**src/rtl/bspq_pkg.sv**
```systemverilog
// Shared types and constants for the bounded sorted priority queue.
package bspq_pkg;

    localparam int QUEUE_DEPTH = 8;
    localparam int CNT_W       = $clog2(QUEUE_DEPTH + 1);
    localparam int PRIO_W      = 32;
    localparam int HANDLE_W    = 16;
    localparam int FILL_W      = 4;

    // Item kinds carried on s_tuser
    localparam logic MODE_ENQ = 1'b0;
    localparam logic MODE_DEQ = 1'b1;

    typedef struct packed {
        logic                valid;
        logic [PRIO_W-1:0]   prio;
        logic [HANDLE_W-1:0] handle;
    } entry_t;

    // Operation broadcast to every cell in the same cycle
    typedef struct packed {
        logic                enq;
        logic                deq;
        logic [PRIO_W-1:0]   prio;
        logic [HANDLE_W-1:0] handle;
    } op_t;

endpackage

```
**src/rtl/bounded_sorted_priority_queue_unit.sv**
```systemverilog
// Bounded sorted priority queue: QUEUE_DEPTH slots, highest priority at the head,
// equal priorities kept in arrival order; a full queue drops its tail on enqueue.
// For each item, the new priority is compared in every slot at once, and
// each slot picks keep, new item or neighbor, so the 32-bit compare plus a 4-way
// select per slot is the critical path. An item is accepted whenever the result
// register is empty or is taken in the same cycle, giving one item per cycle.
// No clearing pass after reset.
module bounded_sorted_priority_queue_unit (
    input  logic        aclk,
    input  logic        aresetn,
    input  logic        s_tvalid,
    output logic        s_tready,
    input  logic [47:0] s_tdata,   // priority_req[31:0], conn_handle[47:32]
    input  logic        s_tuser,   // mode: 0 enqueue, 1 dequeue
    output logic        m_tvalid,
    input  logic        m_tready,
    output logic [55:0] m_tdata    // ok[0], head_handle[16:1], head_priority[48:17],
                                   // evicted[49], fill_count[53:50], zero[55:54]
);

    localparam int N = bspq_pkg::QUEUE_DEPTH;

    bspq_pkg::entry_t cell_entry [N];
    logic             cell_ge    [N];
    bspq_pkg::op_t    op;
    bspq_pkg::entry_t empty_entry;

    logic                        s_acc;
    logic [bspq_pkg::CNT_W-1:0]  cnt_reg, cnt_next;
    logic                        m_valid_reg;
    logic [55:0]                 m_data_reg, m_data_next;
    logic                        full;
    logic                        evict;
    logic                        deq_ok;
    logic [bspq_pkg::FILL_W-1:0] fill;

    assign s_tready = !m_valid_reg || m_tready;
    assign s_acc    = s_tvalid && s_tready;
    assign m_tvalid = m_valid_reg;
    assign m_tdata  = m_data_reg;

    assign op.enq    = s_acc && (s_tuser == bspq_pkg::MODE_ENQ);
    assign op.deq    = s_acc && (s_tuser == bspq_pkg::MODE_DEQ);
    assign op.prio   = s_tdata[31:0];
    assign op.handle = s_tdata[47:32];

    assign empty_entry = '0;

    genvar g;
    generate
        for (g = 0; g < N; g++) begin : g_cell
            bspq_pkg::entry_t left_e;
            bspq_pkg::entry_t right_e;
            logic             left_g;
            if (g == 0) begin : g_head
                assign left_e = empty_entry;
                assign left_g = 1'b1;
            end else begin : g_mid
                assign left_e = cell_entry[g-1];
                assign left_g = cell_ge[g-1];
            end
            if (g == N - 1) begin : g_last
                assign right_e = empty_entry;
            end else begin : g_nlast
                assign right_e = cell_entry[g+1];
            end
            bspq_cell u_cell (
                .aclk        (aclk),
                .aresetn     (aresetn),
                .op          (op),
                .is_tail     (g == N - 1),
                .left_entry  (left_e),
                .left_ge     (left_g),
                .right_entry (right_e),
                .own_entry   (cell_entry[g]),
                .own_ge      (cell_ge[g])
            );
        end
    endgenerate

    assign full   = (cnt_reg == bspq_pkg::CNT_W'(N));
    assign evict  = op.enq && full;
    assign deq_ok = cell_entry[0].valid;

    always_comb begin
        cnt_next = cnt_reg;
        if (op.enq && !full) begin
            cnt_next = cnt_reg + 1'b1;
        end else if (op.deq && deq_ok) begin
            cnt_next = cnt_reg - 1'b1;
        end
    end

    assign fill = bspq_pkg::FILL_W'(cnt_next);

    always_comb begin
        m_data_next        = '0;
        m_data_next[53:50] = fill;
        m_data_next[49]    = evict;
        if (op.enq) begin
            m_data_next[0] = 1'b1;
        end else if (deq_ok) begin
            m_data_next[0]     = 1'b1;
            m_data_next[16:1]  = cell_entry[0].handle;
            m_data_next[48:17] = cell_entry[0].prio;
        end
    end

    always_ff @(posedge aclk) begin
        if (!aresetn) begin
            cnt_reg     <= '0;
            m_valid_reg <= 1'b0;
        end else begin
            cnt_reg <= cnt_next;
            if (s_acc) begin
                m_valid_reg <= 1'b1;
            end else if (m_tready) begin
                m_valid_reg <= 1'b0;
            end
        end
    end

    always_ff @(posedge aclk) begin
        if (s_acc) begin
            m_data_reg <= m_data_next;
        end
    end

    logic [N-1:0] valid_vec;
    always_comb begin
        for (int i = 0; i < N; i++) begin
            valid_vec[i] = cell_entry[i].valid;
        end
    end

    // Occupied slots always match the entry count
    a_count_matches: assert property (@(posedge aclk) disable iff (!aresetn)
        $countones(valid_vec) == 32'(cnt_reg))
        else $error("slot occupancy differs from entry count");

    // Head never ranks below the second slot
    a_head_order: assert property (@(posedge aclk) disable iff (!aresetn)
        cell_entry[1].valid |-> (cell_entry[0].prio >= cell_entry[1].prio))
        else $error("queue order broken at head");

    // Enqueue always reports success on the next result
    a_enq_ok: assert property (@(posedge aclk) disable iff (!aresetn)
        op.enq |=> (m_tvalid && m_tdata[0]))
        else $error("enqueue did not report success");

    // Eviction only from a full queue
    a_evict_full: assert property (@(posedge aclk) disable iff (!aresetn)
        s_acc |=> (!m_tdata[49] || $past(full)))
        else $error("eviction reported on a queue that was not full");

endmodule

```
**src/rtl/bspq_cell.sv**
```systemverilog
// One slot of the sorted shift-register queue.
module bspq_cell (
    input  logic             aclk,
    input  logic             aresetn,
    input  bspq_pkg::op_t    op,
    input  logic             is_tail,   // tie high on the last slot only
    input  bspq_pkg::entry_t left_entry,
    input  logic             left_ge,   // left slot stays put on insert
    input  bspq_pkg::entry_t right_entry,
    output bspq_pkg::entry_t own_entry,
    output logic             own_ge
);

    logic                          valid_reg, valid_next;
    logic [bspq_pkg::PRIO_W-1:0]   prio_reg, prio_next;
    logic [bspq_pkg::HANDLE_W-1:0] handle_reg, handle_next;

    // The tail slot always yields to a new item: when full its old content is dropped.
    assign own_ge = valid_reg && (prio_reg >= op.prio) && !is_tail;

    assign own_entry.valid  = valid_reg;
    assign own_entry.prio   = prio_reg;
    assign own_entry.handle = handle_reg;

    always_comb begin
        valid_next  = valid_reg;
        prio_next   = prio_reg;
        handle_next = handle_reg;
        if (op.enq && !own_ge) begin
            if (left_ge) begin
                valid_next  = 1'b1;
                prio_next   = op.prio;
                handle_next = op.handle;
            end else begin
                valid_next  = left_entry.valid;
                prio_next   = left_entry.prio;
                handle_next = left_entry.handle;
            end
        end else if (op.deq) begin
            valid_next  = right_entry.valid;
            prio_next   = right_entry.prio;
            handle_next = right_entry.handle;
        end
    end

    always_ff @(posedge aclk) begin
        if (!aresetn) begin
            valid_reg <= 1'b0;
        end else begin
            valid_reg <= valid_next;
        end
    end

    always_ff @(posedge aclk) begin
        prio_reg   <= prio_next;
        handle_reg <= handle_next;
    end

endmodule
```
**config.mk**
```make
export PLATFORM = sky130hd
export DESIGN_NAME = bounded_sorted_priority_queue_unit
export DESIGN_NICKNAME = d
export VERILOG_FILES = /design/src/rtl/bspq_pkg.sv /design/src/rtl/bounded_sorted_priority_queue_unit.sv /design/src/rtl/bspq_cell.sv
export SDC_FILE = /design/constraint.sdc
export NUM_CORES = 1
export LEC_CHECK = 0
export BUFFER_PORTS_ARGS = -buffer_cell sky130_fd_sc_hd__buf_2
export CAP_MARGIN = 10
export CELL_PAD_IN_SITES_DETAIL_PLACEMENT = 0
export CELL_PAD_IN_SITES_GLOBAL_PLACEMENT = 1
export CORE_UTILIZATION = 45
export DETAILED_ROUTE_END_ITERATION = 12
export GPL_ROUTABILITY_DRIVEN = 0
export PLACE_DENSITY = 0.82
export SYNTH_ARGS = -nofsm -noshare
export SYNTH_HDL_FRONTEND = slang
export SYNTH_SLANG_ARGS = --single-unit
```
**constraint.sdc**
```tcl
create_clock -name aclk -period 6.5 [get_ports aclk]
set_clock_uncertainty 0.1 [all_clocks]
set_input_delay 1.3 -clock aclk [delete_from_list [all_inputs] [get_ports aclk]]
set_output_delay 1.3 -clock aclk [all_outputs]
set_load 0.05 [all_outputs]
```
* After elaboration in Yosys (flattened, before gate mapping)
Cells that the tools add are included.
** Cells by class
- Order comparisons :: 7
- Reduce and logical (&&, ||, !) cells :: 40
- Multiplexer cells :: 74
- Eq/ne operators :: 1
- Bitwise operators :: 2
- Add/sub/neg operators :: 2
** Operator list (count)
- $mux 32 :: 23
- $mux 16 :: 23
- $ge 32x32->1 :: 7
- $mux 1 :: 26
- $logic_and 1x1->1 :: 20
- $reduce_bool 2->1 :: 9
- $logic_not 1->1 :: 9
- $mux 4 :: 2
- $add 4x1->4 const B :: 1
- $eq 4x4->1 const B :: 1
- $sub 4x1->4 const B :: 1
- $not 1->1 :: 2
- $reduce_or 2->1 :: 1
- $logic_or 1x1->1 :: 1
** Word-level totals
- Word-level logic and storage cells :: 155
- Output and inout port bits :: 58
- Register bits after elaboration :: 451

* Logic depth before layout (Yosys ltp)
- Word-level depth :: 7
- Mapped depth :: 13
- Depth with buffers taken out :: 9

* Cells and area by module
Synthesis repeated with hierarchy kept, for this count alone.
** Unflattened totals
- Cells, all modules :: 2386
- Area total of the unflattened synthesis :: 30551.8 µm²
** By module, submodules not included
- bspq_cell :: area each 3517.1 µm², cells an instance 278, times used 8, seq. area each 1461.4 µm²
- bounded_sorted_priority_queue_unit :: area each 2414.8 µm², cells an instance 162, times used 1, seq. area each 1721.7 µm²

* Worst setup path after synthesis
No wires, ideal clock.
- Path kind :: input to register
- Start :: input port s_tdata[19]
- End :: register g_cell[1].u_cell.handle_reg[0] in the netlist's numbering, enable pin
- Path slack :: 334 ps
- Setup time :: 454 ps
- Data arrival time :: 5612 ps
- Cell stages on the path :: 11
- Data required time :: 5946 ps
- Path through :: clkbuf_1 > inv_1 > ha_1 > a21oi_1 > o21ai_0 > or4_1 > o211ai_2 > buf_4 > clkbuf_1 > a21oi_1 > nor2_1
** Between the ends
- Cells in the longest elaborated chain, start to end :: 5
** RTL lines
- from (decl) :: RTL line bounded_sorted_priority_queue_unit.sv:13 : input logic [47:0] s_tdata,
- $ge 32x32->1 :: RTL line bspq_cell.sv:19 : assign own_ge = valid_reg && (prio_reg >= op.prio) && !is_tail;
- $logic_and 1x1->1 :: RTL line bspq_cell.sv:19
- $logic_not 1->1 :: RTL line bspq_cell.sv:29 : if (op.enq && !own_ge) begin
- $logic_and 1x1->1 :: RTL line bspq_cell.sv:29
- $reduce_bool 2->1 (no source line)
- to (signal assigned) :: RTL line bspq_cell.sv:56 : handle_reg <= handle_next;
- to (decl) :: RTL line bspq_cell.sv:16 : logic [bspq_pkg::HANDLE_W-1:0] handle_reg, handle_next;
No other way between the ends.
A chain may end at the register's enable or synchronous reset.

* Final worst setup path
- Start :: input port s_tdata[23]
- End :: register g_cell[2].u_cell.handle_reg[12] in the netlist's numbering, enable pin
** Between the ends
- Cells in the longest elaborated chain, start to end :: 5
** RTL lines (RTL line)
- $ge 32x32->1 :: bspq_cell.sv:19
- $logic_and 1x1->1 :: bspq_cell.sv:19
- $logic_not 1->1 :: bspq_cell.sv:29
- $logic_and 1x1->1 :: bspq_cell.sv:29
- $reduce_bool 2->1 (no source line)
- to (signal assigned) :: bspq_cell.sv:56
- to (decl) :: bspq_cell.sv:16
No other way between the ends.

==> impl_metrics.toml <==
[cells_and_area]
area_growth_pct = 10.59
drive_above_1_share_pct = 11.64
nNetsFinal = 2875
largest_reg_flops = 256
n_antenna_cell = 0
finalNonFillerCells = 3411

[cts]
clk_pin_slew_worst_paths_ns = 0.06
cts_tree = "built"
cts_buffers = 51
clock_sinks = 451
cts_hold_buffers = 0
cts_setup_buffers = 0
cts_buffer_depth = 3
h-tree-depth = 2
cts-root-buf = "clkbuf_16"
clk_latency_ns = 0.62
cts-resized-gates = 0

[setup_path]
critPathTopFamily = "compound AO/OA/AOI/OAI gates"
arrival_ns = 5.11
cp.required_ns = 6.67
path_max_fanout = 29
path_class = "primary input to flip-flop"
worst_setup_path_start_kind = "primary input"
crit_buf_inv = 3
cp-end-kind = "flip-flop"
crit_chain = "buf_2 > inv_1 > ha_1 > a21oi_1 > o21ai_0 > a2111oi_0 > o2111ai_1 > a21oi_4 > or2_2 > buf_4"
cp_slowest_cell = "or2_2"
slowest_delay_ns = 0.87

[drt]
wl_per_cell_microns = 27.29
antenna_left = 0
wl_met1_microns = 37450
drt_iter0_drc = 2619
topRoutingLayerUsed = "met5"
vias = 23110
drc = 0
wl_met2_microns = 43020
wl_met3_microns = 9249
totalWireLength_microns = 93100
via_per_inst = 6.776
dr.pass1.iters = 6

[timing]
setup_viol = 0
setup_tns_ns = 0
final-hold-violation-count = 0
max_slew.worst_pin.slew_ns = 1.328
worst_slack_ns = 1.561
max_slew_margin_pct = 11.48
fin_crit_sh_pct = 75.98
slew_viol_final = 0
rsz0062_at_grt = "no"
fin_crit_ns = 4.939
max_freq_ghz = 0.2025

[yosys]
syn-cell-area_sq_um = 27310
syn_area_per_cell_sq_um = 10.39
yosys_warnings = 0
synthFlopType = "edfxtp_1"
async_flop_share_pct = 0
synth_edf_count = 438
ys_types = 63
syn_inst = 2628
ys_seq_area_share_pct = 49.11
synth_seq_cells = 451

[die]
start_util_pct = 45.93
coreArea_sq_um = 59460
die_w_microns = 248.4
core.rowCount = 89
fp.dieH_microns = 248.4
pin_count = 111
dieArea_sq_um = 61680

[placed_design]
hpwl_microns = 57470
portBuffers = 108
placedCellCount = 3316
pre_cts_slack_ns = 0.9467

[global_route]
grtUsageTotal_pct = 30.07
grt_max_degree = 99
grt-ovfl-total = 0
grt_pass1_vias = 22880
grt_pass1_wl_microns = 141600
antenna_found_initial = 3

[pwr]
vdd.ir_drop.worst_v = 0.0001945
power_density_nw_per_um2 = 268.0
leakage_nw = 12.48

[worst_hold_path]
hold_path_class = "flip-flop to flip-flop"

[status]
status = "complete, no violations"

[run]
maxCapViolations = 0
## cells in the final DEF (no fill, tap or decap), types with 52 or more instances in the layout
master and instances:
and3_1 53, o21ai_0 225, mux2i_1 148, buf_2 109
nand2_1 58, edfxtp_1 438, ha_1 226, nand3_1 204
nor2_1 214, a21oi_1 172, a31oi_1 343, clkbuf_16 52
## cells in the mapped netlist, drive strengths merged (6+ instances only)
master / instances / area share (%)
o21a: 11 / 0.30
and3: 53 / 1.2
a211o: 7 / 0.22
mux2: 48 / 2.0
and2: 7 / 0.16
nand3: 205 / 3.8
nor3: 10 / 0.18
nor2: 217 / 3.0
ha: 226 / 10
mux2i: 148 / 5.4
buf: 47 / 0.91
dfxtp: 13 / 0.95
a31oi: 344 / 7.9
a211oi: 8 / 0.24
a21o: 23 / 0.63
nand2: 59 / 0.81
or2: 6 / 0.14
o21ai: 234 / 4.3
and4: 6 / 0.19
a21oi: 176 / 3.2
nand2b: 7 / 0.16
inv: 51 / 0.70
clkbuf: 197 / 2.7
nand4: 26 / 0.60
edfxtp: 438 / 48
## final cells by class
| type | count | area (sq um) |
|---|---|---|
| repair buffers | 158 | 1013 |
| multi-input cells | 1883 | 12940 |
| inverters | 51 | 191.4 |
| clock inverters | 31 | 316.6 |
| fillers | 5355 | 29260 |
| flip-flops and latches | 451 | 13410 |
| well taps | 773 | 967.2 |
| clock buffers | 64 | 1356 |
## worst paths after layout
check                                      from                               to  slack [ns]  cells past startpoint
setup / recovery                    s_tdata[23]  g_cell[2].u_cell.handle_reg[12]        1.56                     10
hold / removal       g_cell[7].u_cell.valid_reg       g_cell[7].u_cell.valid_reg        0.39                      2
setup reg to reg  g_cell[2].u_cell.prio_reg[23]  g_cell[2].u_cell.handle_reg[12]        2.23                      8
hold reg to reg      g_cell[7].u_cell.valid_reg       g_cell[7].u_cell.valid_reg        0.39                      2
## report_power, final
group / switching [mW] / internal (mW) / total [mW]
clock: 1.27 / 1.72 / 2.99
sequential: 0.203 / 3.54 / 3.74
combinational: 0.902 / 0.464 / 1.37
## logic make-up after synthesis
| kind of cell | Yosys count | synth area share [%] |
|---|---|---|
| AOI/OAI and AO/OA | 846 | 18.14 |
| adders and majority gates | 226 | 10.35 |
| DFF | 451 | 49.11 |
| and+or+nand+nor | 610 | 10.56 |
| other | 1 | 0.01373 |
| buffers and inverters | 295 | 4.324 |
| muxes | 196 | 7.403 |
| xor gates and xnor gates | 3 | 0.09622 |
## worst min-delay path: stages, from the launching register on
cell	delay (ns)
dfxtp_1	0.31
nand2_1	0.05
a21boi_0	0.08
## per-stage QoR
| stage | hold WS [ns] | total power, mW | cell area (sq um) | utilization [%] |
|---|---|---|---|---|
| floorplan | 0.3406 | 4.629 | 27320 | - |
| global placement | 0.3510 | 5.068 | 28530 | 47.97 |
| detailed placement | 0.3771 | 5.127 | 28530 | 47.98 |
| CTS | 0.3858 | 8.076 | 30200 | 50.79 |
| global route | 0.4315 | 8.362 | 30200 | 50.79 |
| finish | 0.3884 | 8.094 | 30200 | 50.79 |
## layer usage
layer,global-route usage [%],up-vias
met5,0,-
met4,11.26,2
met3,5.818,234
met2,48.17,1438
met1,40.26,11320
li1,-,10120
(Power assumes the default switching activity.)
